## src/design/rgb565_fill_engine_assert.svh

```systemverilog
// Assertion macros shared by the rgb565 fill engine modules.
// Each macro expects clk and rst_n in the scope where it is used.
`ifndef RGB565_FILL_ENGINE_ASSERT_SVH
`define RGB565_FILL_ENGINE_ASSERT_SVH

// same-cycle implication
`define RFE_ASSERT_IMPL(name, ante, cons, msg) \
  name: assert property (@(posedge clk) disable iff (!rst_n) (ante) |-> (cons)) \
    else $error(msg);

// next-cycle implication
`define RFE_ASSERT_NEXT(name, ante, cons, msg) \
  name: assert property (@(posedge clk) disable iff (!rst_n) (ante) |=> (cons)) \
    else $error(msg);

`endif

```

## src/design/rfe_pkg.sv

```systemverilog
// Shared constants, codes and types of the rgb565 fill engine.
// No dependencies.
package rfe_pkg;

  localparam int MAX_DIM    = 2048;
  localparam int COORD_W    = $clog2(MAX_DIM);
  localparam int ADDR_W     = 32;
  localparam int COLOR_W    = 16;
  localparam int ARGB_W     = 32;
  localparam int POS_W      = 16;
  localparam int STRIDE_W   = 14;
  localparam int DIM_W      = 12;
  localparam int FUNC_W     = 3;
  localparam int STAT_W     = 2;
  localparam int CFG_IDX_W  = 2;
  localparam int CFG_DATA_W = 32;
  localparam int PROD_W     = COORD_W + STRIDE_W;
  localparam int QDEPTH     = 4;
  localparam int QPTR_W     = $clog2(QDEPTH);
  localparam int QCNT_W     = $clog2(QDEPTH + 1);

  localparam logic [FUNC_W-1:0] FUNC_TICK  = 3'd0;
  localparam logic [FUNC_W-1:0] FUNC_PIXEL = 3'd1;
  localparam logic [FUNC_W-1:0] FUNC_HLINE = 3'd2;
  localparam logic [FUNC_W-1:0] FUNC_VLINE = 3'd3;
  localparam logic [FUNC_W-1:0] FUNC_RECT  = 3'd4;

  localparam logic [STAT_W-1:0] STAT_OK   = 2'd0;
  localparam logic [STAT_W-1:0] STAT_OOB  = 2'd1;
  localparam logic [STAT_W-1:0] STAT_BUSY = 2'd2;

  localparam logic [CFG_IDX_W-1:0] CFG_BASE   = 2'd0;
  localparam logic [CFG_IDX_W-1:0] CFG_STRIDE = 2'd1;
  localparam logic [CFG_IDX_W-1:0] CFG_WIDTH  = 2'd2;
  localparam logic [CFG_IDX_W-1:0] CFG_HEIGHT = 2'd3;

  localparam logic [ADDR_W-1:0]   BASE_RST   = 32'd0;
  localparam logic [STRIDE_W-1:0] STRIDE_RST = 14'd2048;
  localparam logic [DIM_W-1:0]    WIDTH_RST  = 12'd1024;
  localparam logic [DIM_W-1:0]    HEIGHT_RST = 12'd768;

  typedef struct packed {
    logic [ADDR_W-1:0]   base;
    logic [STRIDE_W-1:0] stride;
    logic [DIM_W-1:0]    width;
    logic [DIM_W-1:0]    height;
  } cfg_t;

  // classified transaction passed from front end to back end
  typedef struct packed {
    logic               is_cmd;
    logic               ok;
    logic               empty;
    logic [COORD_W-1:0] x0;
    logic [COORD_W-1:0] x1;
    logic [COORD_W-1:0] y0;
    logic [COORD_W-1:0] y1;
    logic [PROD_W-1:0]  row_off;
    logic [COLOR_W-1:0] color;
  } entry_t;

  function automatic logic [COLOR_W-1:0] to565(input logic [ARGB_W-1:0] c);
    to565 = {c[23:19], c[15:10], c[7:3]};
  endfunction

endpackage

```

## src/design/rfe_queue.sv

```systemverilog
// Short FIFO between the fill engine front end and back end.
// Depends on rfe_pkg and rgb565_fill_engine_assert.svh.
`include "rgb565_fill_engine_assert.svh"
module rfe_queue (
  input  logic            clk,
  input  logic            rst_n,
  input  logic            push,
  input  rfe_pkg::entry_t push_entry,
  input  logic            pop,
  output logic            head_valid,
  output rfe_pkg::entry_t head
);
  import rfe_pkg::*;

  entry_t             q_mem_r [QDEPTH];
  logic [QPTR_W-1:0]  wr_ptr_r, wr_ptr_nxt;
  logic [QPTR_W-1:0]  rd_ptr_r, rd_ptr_nxt;
  logic [QCNT_W-1:0]  cnt_r, cnt_nxt;

  always_comb begin
    wr_ptr_nxt = push ? QPTR_W'(wr_ptr_r + 1'b1) : wr_ptr_r;
    rd_ptr_nxt = pop ? QPTR_W'(rd_ptr_r + 1'b1) : rd_ptr_r;
    cnt_nxt    = QCNT_W'(cnt_r + QCNT_W'(push) - QCNT_W'(pop));
  end

  always_ff @(posedge clk) begin
    if (!rst_n) begin
      wr_ptr_r <= '0;
      rd_ptr_r <= '0;
      cnt_r    <= '0;
    end else begin
      wr_ptr_r <= wr_ptr_nxt;
      rd_ptr_r <= rd_ptr_nxt;
      cnt_r    <= cnt_nxt;
    end
  end

  always_ff @(posedge clk) begin
    if (push) begin
      q_mem_r[wr_ptr_r] <= push_entry;
    end
  end

  assign head_valid = (cnt_r != '0);
  assign head       = q_mem_r[rd_ptr_r];

  `RFE_ASSERT_IMPL(a_q_no_overflow, cnt_r == QCNT_W'(QDEPTH), !push, "queue overflow")
  `RFE_ASSERT_IMPL(a_q_no_underflow, cnt_r == '0, !pop, "queue underflow")

endmodule

```

## src/design/rfe_front.sv

```systemverilog
// Front end: accepts transactions, bounds-checks and orders coordinates,
// converts color and computes the row offset. Depends on rfe_pkg.
module rfe_front (
  input  logic                                clk,
  input  logic                                rst_n,
  input  rfe_pkg::cfg_t                       cfg,
  input  logic                                in_valid,
  output logic                                in_stall,
  input  logic        [rfe_pkg::FUNC_W-1:0]   in_func,
  input  logic signed [rfe_pkg::POS_W-1:0]    in_x_first,
  input  logic signed [rfe_pkg::POS_W-1:0]    in_y_first,
  input  logic signed [rfe_pkg::POS_W-1:0]    in_x_second,
  input  logic signed [rfe_pkg::POS_W-1:0]    in_y_second,
  input  logic        [rfe_pkg::ARGB_W-1:0]   in_argb_color,
  input  logic                                pop,
  output logic                                push,
  output rfe_pkg::entry_t                     push_entry
);
  import rfe_pkg::*;

  // credit covers both stages plus the queue
  logic [QCNT_W-1:0]  credit_r, credit_nxt;
  logic               s1_valid_r, s2_valid_r;
  entry_t             s1_r, s1_nxt;
  entry_t             s2_r, s2_nxt;
  logic               accept;
  logic [POS_W-1:0]   xb_sel, yb_sel;
  logic [COORD_W-1:0] xa_t, xb_t, ya_t, yb_t;

  function automatic logic in_range(input logic [POS_W-1:0] v,
                                    input logic [DIM_W-1:0] lim);
    in_range = !v[POS_W-1] && ({1'b0, v} < (POS_W+1)'(lim)) &&
               ({1'b0, v} < (POS_W+1)'(MAX_DIM));
  endfunction

  assign in_stall = (credit_r == QCNT_W'(QDEPTH));
  assign accept   = in_valid && !in_stall;

  always_comb begin
    xb_sel = ((in_func == FUNC_HLINE) || (in_func == FUNC_RECT)) ? in_x_second : in_x_first;
    yb_sel = ((in_func == FUNC_VLINE) || (in_func == FUNC_RECT)) ? in_y_second : in_y_first;
    xa_t   = in_x_first[COORD_W-1:0];
    ya_t   = in_y_first[COORD_W-1:0];
    xb_t   = xb_sel[COORD_W-1:0];
    yb_t   = yb_sel[COORD_W-1:0];

    s1_nxt.is_cmd  = (in_func == FUNC_PIXEL) || (in_func == FUNC_HLINE) ||
                     (in_func == FUNC_VLINE) || (in_func == FUNC_RECT);
    s1_nxt.ok      = in_range(in_x_first, cfg.width) && in_range(xb_sel, cfg.width) &&
                     in_range(in_y_first, cfg.height) && in_range(yb_sel, cfg.height);
    s1_nxt.empty   = (in_func == FUNC_RECT) && (ya_t > yb_t);
    s1_nxt.x0      = (xa_t > xb_t) ? xb_t : xa_t;
    s1_nxt.x1      = (xa_t > xb_t) ? xa_t : xb_t;
    s1_nxt.y0      = (ya_t > yb_t) ? yb_t : ya_t;
    s1_nxt.y1      = (ya_t > yb_t) ? ya_t : yb_t;
    s1_nxt.row_off = '0;
    s1_nxt.color   = to565(in_argb_color);

    s2_nxt         = s1_r;
    s2_nxt.row_off = PROD_W'(s1_r.y0) * PROD_W'(cfg.stride);

    credit_nxt = QCNT_W'(credit_r + QCNT_W'(accept) - QCNT_W'(pop));
  end

  always_ff @(posedge clk) begin
    if (!rst_n) begin
      credit_r   <= '0;
      s1_valid_r <= 1'b0;
      s2_valid_r <= 1'b0;
    end else begin
      credit_r   <= credit_nxt;
      s1_valid_r <= accept;
      s2_valid_r <= s1_valid_r;
    end
  end

  always_ff @(posedge clk) begin
    s1_r <= s1_nxt;
    s2_r <= s2_nxt;
  end

  assign push       = s2_valid_r;
  assign push_entry = s2_r;

endmodule

```

## src/design/rfe_back.sv

```systemverilog
// Back end: holds drawing state, issues at most one pixel write per transaction
// and registers the result. Depends on rfe_pkg and rgb565_fill_engine_assert.svh.
`include "rgb565_fill_engine_assert.svh"
module rfe_back (
  input  logic                            clk,
  input  logic                            rst_n,
  input  rfe_pkg::cfg_t                   cfg,
  input  logic                            head_valid,
  input  rfe_pkg::entry_t                 head,
  output logic                            pop,
  output logic                            out_valid,
  input  logic                            out_stall,
  output logic                            out_write_valid,
  output logic [rfe_pkg::ADDR_W-1:0]      out_write_address,
  output logic [rfe_pkg::COLOR_W-1:0]     out_write_data,
  output logic [rfe_pkg::STAT_W-1:0]      out_status,
  output logic                            out_last_write,
  output logic                            out_busy_res
);
  import rfe_pkg::*;

  logic               active_r, active_nxt;
  logic [COORD_W-1:0] cur_x_r, cur_x_nxt;
  logic [COORD_W-1:0] cur_y_r, cur_y_nxt;
  logic [COORD_W-1:0] span_x_start_r, span_x_start_nxt;
  logic [COORD_W-1:0] span_x_end_r, span_x_end_nxt;
  logic [COORD_W-1:0] span_y_end_r, span_y_end_nxt;
  logic [ADDR_W-1:0]  row_addr_r, row_addr_nxt;
  logic [COLOR_W-1:0] color_r, color_nxt;

  logic               out_valid_r, out_valid_nxt;
  logic               out_wv_r, out_wv_nxt;
  logic [ADDR_W-1:0]  out_addr_r, out_addr_nxt;
  logic [COLOR_W-1:0] out_data_r, out_data_nxt;
  logic [STAT_W-1:0]  out_status_r, out_status_nxt;
  logic               out_last_r, out_last_nxt;
  logic               out_busy_r, out_busy_nxt;

  logic               start, do_emit, step_x, step_y, done;
  logic [COORD_W-1:0] px, py, xs, xe, ye;
  logic [ADDR_W-1:0]  row_sel, emit_addr;
  logic [COLOR_W-1:0] color_sel;

  assign pop = head_valid && (!out_valid_r || !out_stall);

  always_comb begin
    start     = head.is_cmd && !active_r && head.ok && !head.empty;
    do_emit   = start || (!head.is_cmd && active_r);
    px        = start ? head.x0 : cur_x_r;
    py        = start ? head.y0 : cur_y_r;
    xs        = start ? head.x0 : span_x_start_r;
    xe        = start ? head.x1 : span_x_end_r;
    ye        = start ? head.y1 : span_y_end_r;
    color_sel = start ? head.color : color_r;
    row_sel   = start ? ADDR_W'(cfg.base + ADDR_W'(head.row_off)) : row_addr_r;
    emit_addr = ADDR_W'(row_sel + ADDR_W'({px, 1'b0}));
    step_x    = (px < xe);
    step_y    = (py < ye);
    done      = !step_x && !step_y;

    active_nxt       = active_r;
    cur_x_nxt        = cur_x_r;
    cur_y_nxt        = cur_y_r;
    span_x_start_nxt = span_x_start_r;
    span_x_end_nxt   = span_x_end_r;
    span_y_end_nxt   = span_y_end_r;
    row_addr_nxt     = row_addr_r;
    color_nxt        = color_r;

    out_wv_nxt     = 1'b0;
    out_addr_nxt   = '0;
    out_data_nxt   = '0;
    out_status_nxt = STAT_OK;
    out_last_nxt   = 1'b0;
    out_busy_nxt   = 1'b0;

    if (pop) begin
      if (do_emit) begin
        out_wv_nxt       = 1'b1;
        out_addr_nxt     = emit_addr;
        out_data_nxt     = color_sel;
        out_last_nxt     = done;
        out_busy_nxt     = !done;
        span_x_start_nxt = xs;
        span_x_end_nxt   = xe;
        span_y_end_nxt   = ye;
        color_nxt        = color_sel;
        priority if (step_x) begin
          active_nxt   = 1'b1;
          cur_x_nxt    = COORD_W'(px + 1'b1);
          cur_y_nxt    = py;
          row_addr_nxt = row_sel;
        end else if (step_y) begin
          active_nxt   = 1'b1;
          cur_x_nxt    = xs;
          cur_y_nxt    = COORD_W'(py + 1'b1);
          row_addr_nxt = ADDR_W'(row_sel + ADDR_W'(cfg.stride));
        end else begin
          active_nxt = 1'b0;
        end
      end else if (head.is_cmd) begin
        priority if (active_r) begin
          out_status_nxt = STAT_BUSY;
          out_busy_nxt   = 1'b1;
        end else if (!head.ok) begin
          out_status_nxt = STAT_OOB;
        end else begin
          // empty rectangle
          out_status_nxt = STAT_OK;
        end
      end
    end

    out_valid_nxt = pop || (out_valid_r && out_stall);
  end

  always_ff @(posedge clk) begin
    if (!rst_n) begin
      active_r       <= 1'b0;
      cur_x_r        <= '0;
      cur_y_r        <= '0;
      span_x_start_r <= '0;
      span_x_end_r   <= '0;
      span_y_end_r   <= '0;
      row_addr_r     <= '0;
      color_r        <= '0;
      out_valid_r    <= 1'b0;
    end else begin
      active_r       <= active_nxt;
      cur_x_r        <= cur_x_nxt;
      cur_y_r        <= cur_y_nxt;
      span_x_start_r <= span_x_start_nxt;
      span_x_end_r   <= span_x_end_nxt;
      span_y_end_r   <= span_y_end_nxt;
      row_addr_r     <= row_addr_nxt;
      color_r        <= color_nxt;
      out_valid_r    <= out_valid_nxt;
    end
  end

  always_ff @(posedge clk) begin
    if (pop) begin
      out_wv_r     <= out_wv_nxt;
      out_addr_r   <= out_addr_nxt;
      out_data_r   <= out_data_nxt;
      out_status_r <= out_status_nxt;
      out_last_r   <= out_last_nxt;
      out_busy_r   <= out_busy_nxt;
    end
  end

  assign out_valid         = out_valid_r;
  assign out_write_valid   = out_wv_r;
  assign out_write_address = out_addr_r;
  assign out_write_data    = out_data_r;
  assign out_status        = out_status_r;
  assign out_last_write    = out_last_r;
  assign out_busy_res      = out_busy_r;

  `RFE_ASSERT_IMPL(a_last_xor_busy, out_valid_r && out_wv_r,
                   out_last_r != out_busy_r, "write must be last or leave work")
  `RFE_ASSERT_IMPL(a_busy_drop_no_write, out_valid_r && (out_status_r == STAT_BUSY),
                   !out_wv_r && out_busy_r, "busy drop issued a write")
  `RFE_ASSERT_NEXT(a_done_goes_idle, pop && do_emit && done,
                   !active_r, "engine still active after last write")

endmodule

```

## src/design/rgb565_fill_engine.sv

```systemverilog
// RGB565 fill engine: takes one transaction per clock while the output is
// not stalled and returns exactly one result transaction for each, in
// order. A drawing command issues its first pixel write itself; each
// following tick issues the next one, so a fill runs at one pixel write per
// clock while ticks arrive without stalls. Results pass through two
// front-end stages, the queue and an output register; the state update of
// the back end sets the rate. Output stalls stall the input once the
// four-entry queue and front-end stages hold four entries. Configuration
// is taken from the write port at once; registers beyond the index range
// do not exist. Depends on rfe_pkg, rfe_front, rfe_queue and rfe_back.
module rgb565_fill_engine (
  input  logic                               clk,
  input  logic                               rst_n,
  input  logic                               cfg_we,
  input  logic        [rfe_pkg::CFG_IDX_W-1:0]  cfg_index,
  input  logic        [rfe_pkg::CFG_DATA_W-1:0] cfg_wdata,
  input  logic                               in_valid,
  output logic                               in_stall,
  input  logic        [rfe_pkg::FUNC_W-1:0]  in_func,
  input  logic signed [rfe_pkg::POS_W-1:0]   in_x_first,
  input  logic signed [rfe_pkg::POS_W-1:0]   in_y_first,
  input  logic signed [rfe_pkg::POS_W-1:0]   in_x_second,
  input  logic signed [rfe_pkg::POS_W-1:0]   in_y_second,
  input  logic        [rfe_pkg::ARGB_W-1:0]  in_argb_color,
  output logic                               out_valid,
  input  logic                               out_stall,
  output logic                               out_write_valid,
  output logic        [rfe_pkg::ADDR_W-1:0]  out_write_address,
  output logic        [rfe_pkg::COLOR_W-1:0] out_write_data,
  output logic        [rfe_pkg::STAT_W-1:0]  out_status,
  output logic                               out_last_write,
  output logic                               out_busy_res
);
  import rfe_pkg::*;

  cfg_t   cfg_r;
  logic   push, pop, head_valid;
  entry_t push_entry, head;

  always_ff @(posedge clk) begin
    if (!rst_n) begin
      cfg_r.base   <= BASE_RST;
      cfg_r.stride <= STRIDE_RST;
      cfg_r.width  <= WIDTH_RST;
      cfg_r.height <= HEIGHT_RST;
    end else if (cfg_we) begin
      unique case (cfg_index)
        CFG_BASE:   cfg_r.base   <= cfg_wdata[ADDR_W-1:0];
        CFG_STRIDE: cfg_r.stride <= cfg_wdata[STRIDE_W-1:0];
        CFG_WIDTH:  cfg_r.width  <= cfg_wdata[DIM_W-1:0];
        CFG_HEIGHT: cfg_r.height <= cfg_wdata[DIM_W-1:0];
      endcase
    end
  end

  rfe_front u_front (
    .clk           (clk),
    .rst_n         (rst_n),
    .cfg           (cfg_r),
    .in_valid      (in_valid),
    .in_stall      (in_stall),
    .in_func       (in_func),
    .in_x_first    (in_x_first),
    .in_y_first    (in_y_first),
    .in_x_second   (in_x_second),
    .in_y_second   (in_y_second),
    .in_argb_color (in_argb_color),
    .pop           (pop),
    .push          (push),
    .push_entry    (push_entry)
  );

  rfe_queue u_queue (
    .clk        (clk),
    .rst_n      (rst_n),
    .push       (push),
    .push_entry (push_entry),
    .pop        (pop),
    .head_valid (head_valid),
    .head       (head)
  );

  rfe_back u_back (
    .clk               (clk),
    .rst_n             (rst_n),
    .cfg               (cfg_r),
    .head_valid        (head_valid),
    .head              (head),
    .pop               (pop),
    .out_valid         (out_valid),
    .out_stall         (out_stall),
    .out_write_valid   (out_write_valid),
    .out_write_address (out_write_address),
    .out_write_data    (out_write_data),
    .out_status        (out_status),
    .out_last_write    (out_last_write),
    .out_busy_res      (out_busy_res)
  );

endmodule

```

## config.mk

```make
export PLATFORM = sky130hd
export DESIGN_NAME = rgb565_fill_engine
export DESIGN_NICKNAME = d
export VERILOG_FILES = /design/src/design/rfe_pkg.sv /design/src/design/rfe_queue.sv /design/src/design/rfe_front.sv /design/src/design/rfe_back.sv /design/src/design/rgb565_fill_engine.sv
export VERILOG_INCLUDE_DIRS = /design/src /design/src/design
export SDC_FILE = /design/constraint.sdc
export NUM_CORES = 1
export LEC_CHECK = 0
export ABC_AREA = 1
export BUFFER_PORTS_ARGS = -buffer_cell sky130_fd_sc_hd__buf_2
export CORE_MARGIN = 3
export CORE_UTILIZATION = 26
export DETAILED_ROUTE_END_ITERATION = 7
export HOLD_SLACK_MARGIN = 0.06
export PLACE_DENSITY_LB_ADDON = 0.08
export SETUP_SLACK_MARGIN = 0.02
export SKIP_CTS_REPAIR_TIMING = 1
export SLEW_MARGIN = 25
export SYNTH_ARGS = -nofsm -noshare
export SYNTH_HDL_FRONTEND = slang
export SYNTH_SLANG_ARGS = --single-unit
```

## constraint.sdc

```tcl
create_clock -name clk -period 9.4 [get_ports clk]
set_clock_uncertainty 0.05 [all_clocks]
set_input_delay 0.94 -clock clk [delete_from_list [all_inputs] [get_ports clk]]
set_output_delay 0.94 -clock clk [all_outputs]
set_load 0.1 [all_outputs]
```

After elaboration in Yosys (flattened, before gate mapping)
Memory sizes are Yosys's and may differ from the RTL's. A register that Yosys moved wholly into a read port is not among the register bits.
Cells that the tools add are included.
{"block": "classes", "muxes": 31, "n_div": 0, "n_eq_ne": 8, "bitwise_logic": 1, "shift": 0, "reduce_logical": 52, "mul": 1, "n_lt_le_gt_ge": 12, "add_sub_neg": 11}
{"cell": "2-to-1 mux 11 bit", "n": 13}
{"cell": "2-to-1 mux 32 bit", "n": 3}
{"cell": "< comparator 16 x 12 -> 1 bit", "n": 4}
{"cell": "< comparator 16 x 12 -> 1 bit (second input constant)", "n": 4}
{"cell": "2-to-1 mux 16 bit", "n": 3}
{"cell": "adder 32 x 12 -> 32 bit", "n": 1}
{"cell": "adder 32 x 14 -> 32 bit", "n": 1}
{"cell": "adder 32 x 25 -> 32 bit", "n": 1}
{"cell": "multiplier 11 x 14 -> 25 bit", "n": 1}
{"cell": "adder 11 x 1 -> 11 bit (second input constant)", "n": 2}
{"cell": "> comparator 11 bit", "n": 2}
{"cell": "< comparator 11 bit", "n": 2}
{"cell": "logical AND 1 bit", "n": 20}
{"cell": "zero test 1 bit", "n": 13}
{"cell": "AND reduction 2 bit", "n": 5}
{"cell": "2-to-1 mux 1 bit", "n": 9}
{"cell": "logical OR 1 bit", "n": 8}
{"cell": "adder 3 x 1 -> 3 bit", "n": 2}
{"cell": "== test 3 x 2 -> 1 bit (second input constant)", "n": 2}
{"cell": "== test 3 bit (second input constant)", "n": 2}
{"cell": "2-to-1 mux 2 bit", "n": 3}
{"cell": "subtractor 3 x 1 -> 3 bit", "n": 2}
{"cell": "adder 2 x 1 -> 2 bit (second input constant)", "n": 2}
{"cell": "== test 2 bit (second input constant)", "n": 2}
{"cell": "9 further kinds", "n": 9}
{"block": "word_totals", "n_memories": 1, "register_bits": 391, "ramBits": 352, "rom_bits": 0, "latchBits": 0, "inputBits": 138, "output_inout_bits": 55}
{"name": "u_queue.q_mem_r", "depth": 4, "width": 88, "rd": 1, "rd_ports_with_merged_regs": 1, "wr": 1, "line": "rfe_queue.sv:15", "rtl": "entry_t q_mem_r [QDEPTH];"}

Depth between registers and ports, before layout
Gate-level depths: netlist of run 1.
{"block": "logic_depth", "word_depth": 10, "ltp_mapped": 39, "mapped_depth_nobuf": 33}

Hierarchy
From an unflattened synthesis of run 1, not the netlist that was laid out.
{"block": "unflattened", "cells_unflattened": 4610, "hier_area_um2": 40941.8}
{"module": "rfe_queue", "area_per_inst_um2": 14909.3, "instances": 1, "cells_each": 1081}
{"module": "rfe_back", "area_per_inst_um2": 12022.8, "instances": 1, "cells_each": 1728}
{"module": "rfe_front", "area_per_inst_um2": 11065.6, "instances": 1, "cells_each": 1354}
{"module": "rgb565_fill_engine", "area_per_inst_um2": 2944.1, "instances": 1, "cells_each": 447}

Worst setup path before layout of run 1
Ideal clock, no wire load.
{"block": "synth_path", "kind": "reg2reg", "from": "register with a tool-made name", "to": "register u_back.out_addr_r[29], in the netlist u_back.out_write_address[29] (data pin)", "path_buffers": 6, "stages_incl_launch_ff": 34, "arrival_ns": 4.970, "required_time_ns": 9.080, "slack_ns": 4.110, "synth_period_minus_slack_ns": 5.290, "setup_ns": 0.270, "cell_sequence": "dfxtp_1 > inv_2 > buf_6 > buf_2 > clkbuf_1 > clkbuf_1 > clkbuf_1 > clkbuf_1 > nor2_1 > o22ai_1 > ha_1 > inv_1 > fa_1 > inv_1 > nand3_1 > nand3_1 > nand2_1 > nand2_1 > xnor2_1 > nand2_1 > o21ai_0 > inv_1 > ha_1 > nand2_1 > nor2_1 > nand2_1 > o2111ai_1 > a21oi_1 > nor2_1 > nand3_2 > nor2_2 > nand2_1 > o21ai_1 > a21oi_1"}
{"element": "end signal, assigned", "line": "rfe_back.sv:144", "rtl": "out_addr_r <= out_addr_nxt;"}
{"element": "end, declared", "line": "rfe_back.sv:33", "rtl": "logic [ADDR_W-1:0] out_addr_r, out_addr_nxt;"}

==> results of run 1 <==
## worst paths after layout
path | from | endpoint | slack, ns
worst max-delay path | register | u_back.row_addr_r[31] | 2.98
worst max register to register | register | u_back.row_addr_r[31] | 2.98
worst min register to register | u_front.s1_r[0] | u_front.push_entry[0] | 0.27
worst min-delay path | u_front.s1_r[0] | u_front.push_entry[0] | 0.27
## registers in the layout, summed over array words and instances, names as in the netlist, 11 cells and up, named ones only
register                  flops
u_back.out_write_address     32
u_back.span_x_start_r        11
u_queue.q_mem_r             352
u_back.cur_y_r               11
u_back.span_x_end_r          11
u_front.push_entry           88
u_back.cur_x_r               11
cfg_r                        70
u_back.row_addr_r            32
u_back.out_write_data        16
u_front.s1_r                 63
u_back.span_y_end_r          11
u_back.color_r               16
## cell families after synthesis
logic type,after synthesis
flip-flops,745
buffers and inverters,720
XOR/XNOR,69
AO/OA/AOI/OAI,818
AND/OR/NAND/NOR,1583
adder cells (fa/ha/maj),321
multiplexers,17
## area by class of cell
class | count | area, sq um
Antenna cell | 1 | 2.50
Clock buffer | 114 | 2510
Clock inverter | 56 | 596
Fill cell | 15600 | 102000
Inverter | 542 | 2050
Multi-Input combinational cell | 2808 | 16600
Sequential cell | 745 | 19000
Tap cell | 1917 | 2400
Timing Repair Buffer | 205 | 1110
## placed cells by master, fill, tap and decap left out, types with 132 or more instances in the layout
master	instances
a21oi_1	238
nand2_1	828
ha_1	209
inv_1	527
o21ai_0	407
buf_2	175
nor2_1	485
dfxtp_1	338
edfxtp_1	405
nand3_1	132
## cell usage after synthesis, types with 3 or more instances
cell	count	area [sq um]
clkbuf_1	127	477
a21oi_1	239	1200
dfxtp_1	340	6810
and2_1	5	31.3
mux2i_1	17	170
nand2_2	17	106
inv_2	6	22.5
nor2_1	487	1830
buf_2	28	140
o21ai_2	4	35.0
fa_1	112	2240
buf_6	8	90.1
nor2_4	6	67.6
o21ai_1	15	75.1
or2_2	35	219
buf_1	5	18.8
o21bai_1	4	30.0
o221ai_1	3	26.3
nor2_2	10	62.6
nand4_1	20	125
a211oi_1	19	143
o21a_1	4	30.0
nand3b_1	3	22.5
buf_4	9	67.6
o21ai_0	407	2040
inv_1	533	2000
nand3_1	132	661
edfxtp_1	405	12200
ha_1	209	2620
xnor2_1	30	263
nor3_1	23	115
o211ai_1	8	60.1
xor2_1	39	342
nor4_1	4	25.0
nand2_1	829	3110
a31oi_1	10	62.6
o2111ai_1	4	35.0
o22ai_1	83	519
## stage by stage
step	setup slack [ns]	instance area, sq um	power, mW	instances	util (%)
after global routing	2.19	44200	14.7	6387	30.3
after floorplan	4.11	38300	8.57	4273	-
after CTS	2.76	44200	13.9	6387	30.3
final	2.98	44200	13.6	6388	30.3
after detailed placement	2.86	41100	10.2	6217	28.1
after global placement	2.86	41100	10.2	6217	28.1
## report_power, final
group / internal (mW) / leakage (nW) / switching, mW / total (mW)
registers: 4.00 / 6.57 / 0.322 / 4.33
clock network: 2.08 / 1.53 / 1.50 / 3.58
logic: 1.47 / 10.8 / 4.21 / 5.68
## per-layer routing
| metal | vias up | part of all wire, % | global-route usage [%] |
|---|---|---|---|
| li1 | 14300 | - | - |
| met1 | 13500 | 51 | 22.2 |
| met2 | 391 | 44 | 24.4 |
| met3 | 111 | 3.1 | 2.06 |
| met4 | 2 | 1.5 | 3.59 |
| met5 | - | 0.011 | 0 |
==> run_results.csv, run 1 <==
group,metric,value,unit
global_routing,grt_use_total,15.4,%
worst_setup_path,cp_slowest_cell,"buf_4",
routing,via_per_inst,4.44,
sta,finalCritPeriodShare,68.3,%
power,ir_worst_vdd,300,uV
routing,antenna_left,0,
clock_network,cts_tree,"built",
worst_setup_path,critPathCaptureType,"register",
worst_setup_path,critical_path.max_fanout,70,
synthesis,synthXorXnorAreaFrac,1.58,%
clock_network,worstSkewPairLatency,0.70,ns
sta,finalCriticalPeriod,6.42,ns
min_path,hp-class,"reg2reg",
floorplan,die-area,0.152,sq mm
global_routing,grt_max_degree,127,
sta,rsz0062_at_grt,"false",
synthesis,synth_edf_count,405,
routing,drt_first_pass_iters,5,
synthesis,syn_area,0.0383,sq mm
placement,port_buffers,176,
worst_setup_path,critPathKind,"reg2reg",
routing,routedWlPerCell,18.3,um
floorplan,ios,193,
routing,drc,0,
run,maxCapViolCount,0,
sta,tightestPinTransition,1.02,ns
worst_setup_path,start_kind,"register",
clock_network,clock_path_buffers,3,
cells_and_area,drive_gt1_share,10.2,%
synthesis,synth.distinct_cells,64,
synthesis,synth_top_family_by_area,"simple AND/OR/NAND/NOR gates",
sta,slew_headroom,32.0,%
routing,wirelength,117000,um
worst_setup_path,worst-r2r-cell-count,27,
clock_network,h-tree-depth,3,
sta,fmaxAchievable,156,MHz
placement,routabilityCongestion,0.789,
synthesis,synthAdderAreaFrac,12.7,%
routing,drt_iter0_drc,1506,
worst_setup_path,cp_num_cells,27,
synthesis,ys_ff_latch,745,
global_routing,antenna_found_initial,9,
cells_and_area,fin_nets,4851,
global_routing,grt_pass1_wl,179000,um
floorplan,die_w,390,um
power,p_per_area,307,mW/mm^2
worst_setup_path,cp_common_cell,"nand2_1",
worst_setup_path,critPathMaxStageDelay,0.67,ns
global_routing,grt_pass1_vias,28400,
sta,setup_tns,0,ns
synthesis,synth.mux.area_fraction,0.444,%
sta,hold_viol,0,
sta,holdWs,0.274,ns
synthesis,synth_top_flop_cell,"edfxtp_1",
clock_network,clk_pin_slew,0.06,ns
floorplan,core,0.146,sq mm
synthesis,synthSimpleGateAreaFrac,16.9,%
synthesis,synth_compound_area_share,11.5,%
routing,vias,28400,
min_path,holdPathStages,0,
sta,setup_viol,0,
synthesis,async_reset_ff_share,0,%
synthesis,netlist_instances,4273,
sta,maxSlewViolCount,0,
synthesis,syn_avg_cell_area,8.97,sq um
clock_network,cts_root_buffer,"clkbuf_16",
clock_network,clkSinkCount,745,
floorplan,initial_utilization,26.2,%
worst_setup_path,worstPathBufferInverterCount,5,
placement,post-dp-hpwl,79900,um
synthesis,yosys_warnings,0,
floorplan,fp.dieH,390,um
worst_setup_path,critPathArrivalTime,6.93,ns
floorplan,num_rows,140,
synthesis,syn-num-nets,4732,
cells_and_area,area_growth_syn_to_layout,15.3,%
power,leakage,18.9,nW
worst_setup_path,crit_family,"simple AND/OR/NAND/NOR gates",
clock_network,numCtsBuffers,90,
global_routing,gr-total-overflow,0,
synthesis,seq_area_frac_synth,49.5,%
outcome,status,"finished, final reports clean",
worst_setup_path,cp.required,9.91,ns
Note: power is estimated with default switching activity, not from simulation.
==> inputs of run 2 (changes only) <==
--- a/config.mk
+++ b/config.mk
@@ -6,7 +6,7 @@
 export SDC_FILE = /design/constraint.sdc
 export NUM_CORES = 1
 export LEC_CHECK = 0
-export ABC_AREA = 1
+export ABC_AREA = 0
 export BUFFER_PORTS_ARGS = -buffer_cell sky130_fd_sc_hd__buf_2
 export CORE_MARGIN = 3
 export CORE_UTILIZATION = 26
==> constraint.sdc (replaced) <==
create_clock -name clk -period 6.3 [get_ports clk]
set_clock_uncertainty 0.05 [all_clocks]
set_input_delay 0.63 -clock clk [delete_from_list [all_inputs] [get_ports clk]]
set_output_delay 0.63 -clock clk [all_outputs]
set_load 0.1 [all_outputs]
==> run_results.csv, run 2 <==
group,metric,value,unit
outcome,status,"finished, final reports clean",
clock_network,cts_tree,"built",
synthesis,synth_top_area_share,32.5,%
placement,port_buffers,176,
power,p_per_area,404,mW/mm^2
worst_setup_path,cp.required,6.80,ns
routing,wirelength,111000,um
sta,finalCritPeriodShare,93.6,%
sta,slew_headroom,32.4,%
sta,setup_viol,0,
routing,drt_first_pass_iters,5,
cells_and_area,multi_input_area,0.0171,sq mm
synthesis,yosys_warnings,0,
cells_and_area,fillCellCount,14600,
sta,fmaxAchievable,170,MHz
synthesis,syn-num-nets,3726,
synthesis,syn_avg_cell_area,11.5,sq um
clock_network,numCtsBuffers,89,
sta,finalCriticalPeriod,5.90,ns
routing,vias,25000,
clock_network,clk_pin_slew,0.07,ns
cells_and_area,stdcell_count,5490,
synthesis,post_synth_main_area_contributors,"edfxtp_1, dfxtp_1, ha_1",
worst_setup_path,cp_common_cell,"fa_1",
cells_and_area,area_growth_syn_to_layout,18.3,%
routing,drt_iter0_drc,1312,
routing,via_per_inst,4.55,
synthesis,seq_area_frac_synth,50.7,%
cells_and_area,drive_gt1_share,18.1,%
synthesis,synth_top_flop_cell,"edfxtp_1",
cells_and_area,largest_reg_flops,352,
floorplan,die-area,0.149,sq mm
worst_setup_path,critPathCaptureType,"register",
clock_network,h-tree-depth,3,
floorplan,core,0.142,sq mm
synthesis,yosys.area.top_type,"edfxtp_1",
cells_and_area,layout_commonest_cell,"nand2_1",
placement,post-dp-hpwl,79100,um
routing,antenna_left,0,
cells_and_area,fin_nets,3981,
synthesis,netlist_instances,3267,
sta,maxSlewViolCount,0,
worst_setup_path,critPathKind,"reg2reg",
worst_setup_path,cp_slowest_cell,"or4b_2",
clock_network,cts_root_buffer,"clkbuf_16",
routing,drc,0,
placement,dpl.cell_count,5300,
synthesis,synth_edf_count,405,
synthesis,synth_most_common_cell,"nand2_1",
sta,hold_viol,0,
worst_setup_path,start_kind,"register",
synthesis,syn_area,0.0374,sq mm
min_path,hp-class,"in2reg",
clock_network,clkSinkCount,745,
power,ir_worst_vdd,443,uV
cells_and_area,regArea,0.0190,sq mm
sta,rsz0062_at_grt,"false",
power,power,17.9,mW
global_routing,antenna_found_initial,6,
worst_setup_path,cp_cell_sequence,"buf_4 -> and2_1 -> fa_1 -> fa_1 -> fa_1 -> fa_1 -> inv_1 -> fa_1 -> inv_1 -> ha_1 -> a21oi_1 -> o22ai_1 -> a211oi_2 -> nor3_1 -> o41ai_1 -> buf_4 -> or4b_2 -> o311ai_0",
floorplan,initial_utilization,26.3,%
sta,setup_tns,0,ns
routing,routedWlPerCell,20.2,um
global_routing,grt_max_degree,58,
worst_setup_path,critPathMaxStageDelay,0.56,ns
worst_setup_path,critPathArrivalTime,6.40,ns
synthesis,ys_ff_latch,745,
synthesis,async_reset_ff_share,0,%
floorplan,num_rows,138,
cells_and_area,most-common-layout-cells,"nand2_1, edfxtp_1, dfxtp_1",
global_routing,gr-total-overflow,0,
placement,routabilityCongestion,0.766,
global_routing,grt_pass1_vias,25700,
synthesis,synth_common_cells,"nand2_1, edfxtp_1, dfxtp_1",
global_routing,grt_pass1_wl,168000,um
run,maxCapViolCount,0,
clock_network,worstSkewPairLatency,0.69,ns
worst_setup_path,critical_path.max_fanout,9,
floorplan,fp.dieH,385,um
sta,tightestPinTransition,1.01,ns
floorplan,ios,193,
global_routing,grt_use_total,15.0,%
clock_network,clock_path_buffers,3,
power,leakage,16.8,nW
floorplan,die_w,385,um
synthesis,synth.distinct_cells,90,
cells_and_area,top_register,"u_queue.q_mem_r",
[run 2: final cells by class]
cell class	count	share of cell area, %
well taps	1890	5.34
repair buffers	316	4.59
flip-flops and latches	745	42.9
multi-input cells	2140	38.5
diodes	1	0.00565
clock inverters	39	1.08
clock buffers	129	5.62
inverters	230	1.96
[run 2: per-stage QoR]
| step | utilization [%] | area [sq um] | setup slack (ns) | hold slack (ns) |
|---|---|---|---|---|
| 6_report | 31.1 | 44300 | 0.404 | 0.132 |
| 5_1_grt | 31.1 | 44300 | 0.0252 | 0.102 |
| 4_1_cts | 31.0 | 44100 | 0.0887 | -0.0906 |
| 3_5_place_dp | 28.9 | 41100 | 0.128 | 0.262 |
| 3_3_place_gp | 28.9 | 41100 | 0.163 | 0.260 |
| 2_1_floorplan | - | 37500 | 0.0502 | 0.260 |
[run 2: metal layers]
layer  up-vias  track usage (%)  share of wire [%]
li1      12200                -                  -
met4         0             3.79                2.1
met3       128             2.07                3.4
met5         -                0                  0
met1     12300             22.0                 51
met2       389             23.0                 43
[run 2: path summary, 6_finish.rpt]
kind / startpoint / to / slack [ns] / depth (start not counted)
hold / removal: cfg_wdata[29] / cfg_r[67] / 0.13 / 3
setup reg to reg: u_front.s1_r[58] / u_front.push_entry[39] / 0.40 / 18
setup / recovery: u_front.s1_r[58] / u_front.push_entry[39] / 0.40 / 18
hold reg to reg: u_front.s1_r[72] / u_front.push_entry[72] / 0.27 / 0
[run 2: worst max-delay path, delay by kind of cell (launching register included)]
kind | cells | cell delay [ns]
adders and majority gates | 6 | 2.83
AOI/OAI and AO/OA | 5 | 1.09
and+or+nand+nor | 3 | 0.83
buffers and inverters | 4 | 0.48
DFF | 1 | 0.45
[run 2: logic make-up after synthesis]
logic type,Yosys count,share of synthesized area (%)
AOI/OAI and AO/OA,562,9.64
xor gates and xnor gates,93,2.18
adders and majority gates,321,13.0
buffers and inverters,382,4.00
DFF,745,50.7
muxes,196,8.42
and+or+nand+nor,968,12.1
[run 2: where the power goes]
part / switching (mW) / leakage [nW] / internal (mW) / total, mW
registers: 0.351 / 6.54 / 5.80 / 6.15
logic: 4.47 / 8.86 / 2.06 / 6.53
clock network: 2.14 / 1.42 / 3.06 / 5.20
==> inputs of run 3 (changes only) <==
--- a/config.mk
+++ b/config.mk
@@ -7,10 +7,10 @@
 export NUM_CORES = 1
 export LEC_CHECK = 0
 export ABC_AREA = 0
-export BUFFER_PORTS_ARGS = -buffer_cell sky130_fd_sc_hd__buf_2
 export CORE_MARGIN = 3
 export CORE_UTILIZATION = 26
 export DETAILED_ROUTE_END_ITERATION = 7
+export DONT_BUFFER_PORTS = 1
 export HOLD_SLACK_MARGIN = 0.06
 export PLACE_DENSITY_LB_ADDON = 0.08
 export SETUP_SLACK_MARGIN = 0.02
==> run_results.csv, run 3 (synthesis gave the netlist of run 2 again) <==
group,metric,value,unit
floorplan,initial_utilization,26.3,%
worst_setup_path,start_kind,"register",
worst_setup_path,critPathMaxStageDelay,0.57,ns
cells_and_area,largest_reg_flops,352,
floorplan,ios,193,
worst_setup_path,cp-startpoint,"cfg_r[28]",
worst_setup_path,critPathArrivalTime,6.43,ns
min_path,min-delay-start,"in_y_first[10]",
worst_setup_path,cp_cell_sequence,"buf_4 -> and2_1 -> fa_1 -> fa_1 -> fa_1 -> fa_1 -> inv_1 -> fa_1 -> inv_1 -> ha_1 -> a21oi_1 -> o22ai_1 -> a211oi_2 -> nor3_1 -> o41ai_1 -> buf_4 -> or4b_2 -> o311ai_0",
routing,vias,25000,
routing,drt_iter0_drc,1303,
cells_and_area,area_growth_syn_to_layout,17.5,%
worst_setup_path,worstPathBufferInverterCount,4,
sta,maxSlewViolCount,0,
power,p_per_area,403,mW/mm^2
global_routing,grt_pass1_vias,25700,
worst_setup_path,critical_path.max_fanout,7,
global_routing,antenna_found_initial,19,
clock_network,cts_root_buffer,"clkbuf_16",
cells_and_area,drive_gt1_share,13.2,%
floorplan,die_w,385,um
floorplan,fp.dieH,385,um
cells_and_area,layout_commonest_cell,"nand2_1",
global_routing,gr-total-overflow,0,
clock_network,clk_pin_slew,0.06,ns
cells_and_area,postLayoutCoreUtil,30.9,%
placement,port_buffers,0,
worst_setup_path,cp_slowest_cell,"or4b_2",
worst_setup_path,crit_family,"adder cells",
sta,rsz0062_at_grt,"true",
sta,finalCriticalPeriod,5.92,ns
min_path,hp-class,"in2reg",
global_routing,grt_pass1_wl,167000,um
outcome,status,"finished, final reports clean",
clock_network,worstSkewPairLatency,0.71,ns
cells_and_area,regArea,0.0190,sq mm
worst_setup_path,critPathCaptureType,"register",
global_routing,grt_use_total,14.9,%
sta,finalCritPeriodShare,94.0,%
power,power,17.7,mW
routing,wirelength,113000,um
routing,routedWlPerCell,21.1,um
sta,setup_tns,0,ns
cells_and_area,fin_nets,3849,
sta,setup_viol,0,
sta,slew_headroom,28.8,%
clock_network,clock_path_buffers,3,
floorplan,num_rows,138,
floorplan,die-area,0.149,sq mm
placement,post-dp-hpwl,79500,um
power,leakage,16.3,nW
clock_network,h-tree-depth,3,
cells_and_area,top_register,"u_queue.q_mem_r",
worst_setup_path,cp.required,6.81,ns
clock_network,clkSinkCount,745,
routing,drt_first_pass_iters,5,
worst_setup_path,cp_common_cell,"fa_1",
worst_setup_path,r2r-start,"cfg_r[28]",
floorplan,core,0.142,sq mm
cells_and_area,most-common-layout-cells,"nand2_1, edfxtp_1, dfxtp_1",
run,maxCapViolCount,0,
sta,hold_viol,0,
routing,antenna_left,0,
routing,drc,0,
worst_setup_path,critPathKind,"reg2reg",
placement,routabilityCongestion,0.766,
clock_network,numCtsBuffers,91,
routing,via_per_inst,4.67,
power,ir_worst_vdd,316,uV
global_routing,grt_max_degree,103,
cells_and_area,multi_input_area,0.0171,sq mm
sta,fmaxAchievable,169,MHz
clock_network,cts_tree,"built",
cells_and_area,fillCellCount,14500,
sta,tightestPinTransition,1.07,ns
## run 3: cell type report
cell class / instances / share of cell area (%)
antenna: 5 / 0.0284
clock buffer: 126 / 5.68
clock inverter: 46 / 1.18
inverter: 230 / 1.97
multi-input combinational: 2140 / 38.8
sequential: 745 / 43.1
tap: 1890 / 5.38
timing repair buffer: 182 / 3.82
## run 3: where the power goes
| part | leakage (nW) | internal [mW] | total [mW] | switching [mW] |
|---|---|---|---|---|
| registers | 6.54 | 5.82 | 7.36 | 1.54 |
| logic | 8.33 | 1.88 | 5.13 | 3.25 |
| clock network | 1.46 | 3.05 | 5.23 | 2.18 |
| total | 16.3 | 10.7 | 17.7 | 6.97 |
## run 3: path summary, 6_finish.rpt
check / slack [ns] / to / cells past startpoint
max: 0.38 / u_front.push_entry[39] / 18
min: 0.09 / u_front.s1_r[51] / 2
max reg2reg: 0.38 / u_front.push_entry[39] / 18
min reg2reg: 0.27 / u_front.push_entry[1] / 0
## run 3: metrics by stage
step	setup slack [ns]	hold WS [ns]	instance area [sq um]	cells
detailed placement	0.134	0.262	40200	5112
finish	0.378	0.0906	44000	5364
global placement	0.162	0.267	40200	5111
floorplan	0.0502	0.260	37500	3267
CTS	0.0563	-0.157	43200	5284
global route	0.00135	0.0637	44000	5360
## run 3: routing by layer
| layer | GRT usage (%) | up-vias | wire, um |
|---|---|---|---|
| li1 | - | 11900 | - |
| met1 | 21.6 | 12400 | 55600 |
| met2 | 23.2 | 525 | 49800 |
| met3 | 2.60 | 128 | 5480 |
| met4 | 3.07 | 8 | 2010 |
| met5 | 0 | - | 47 |
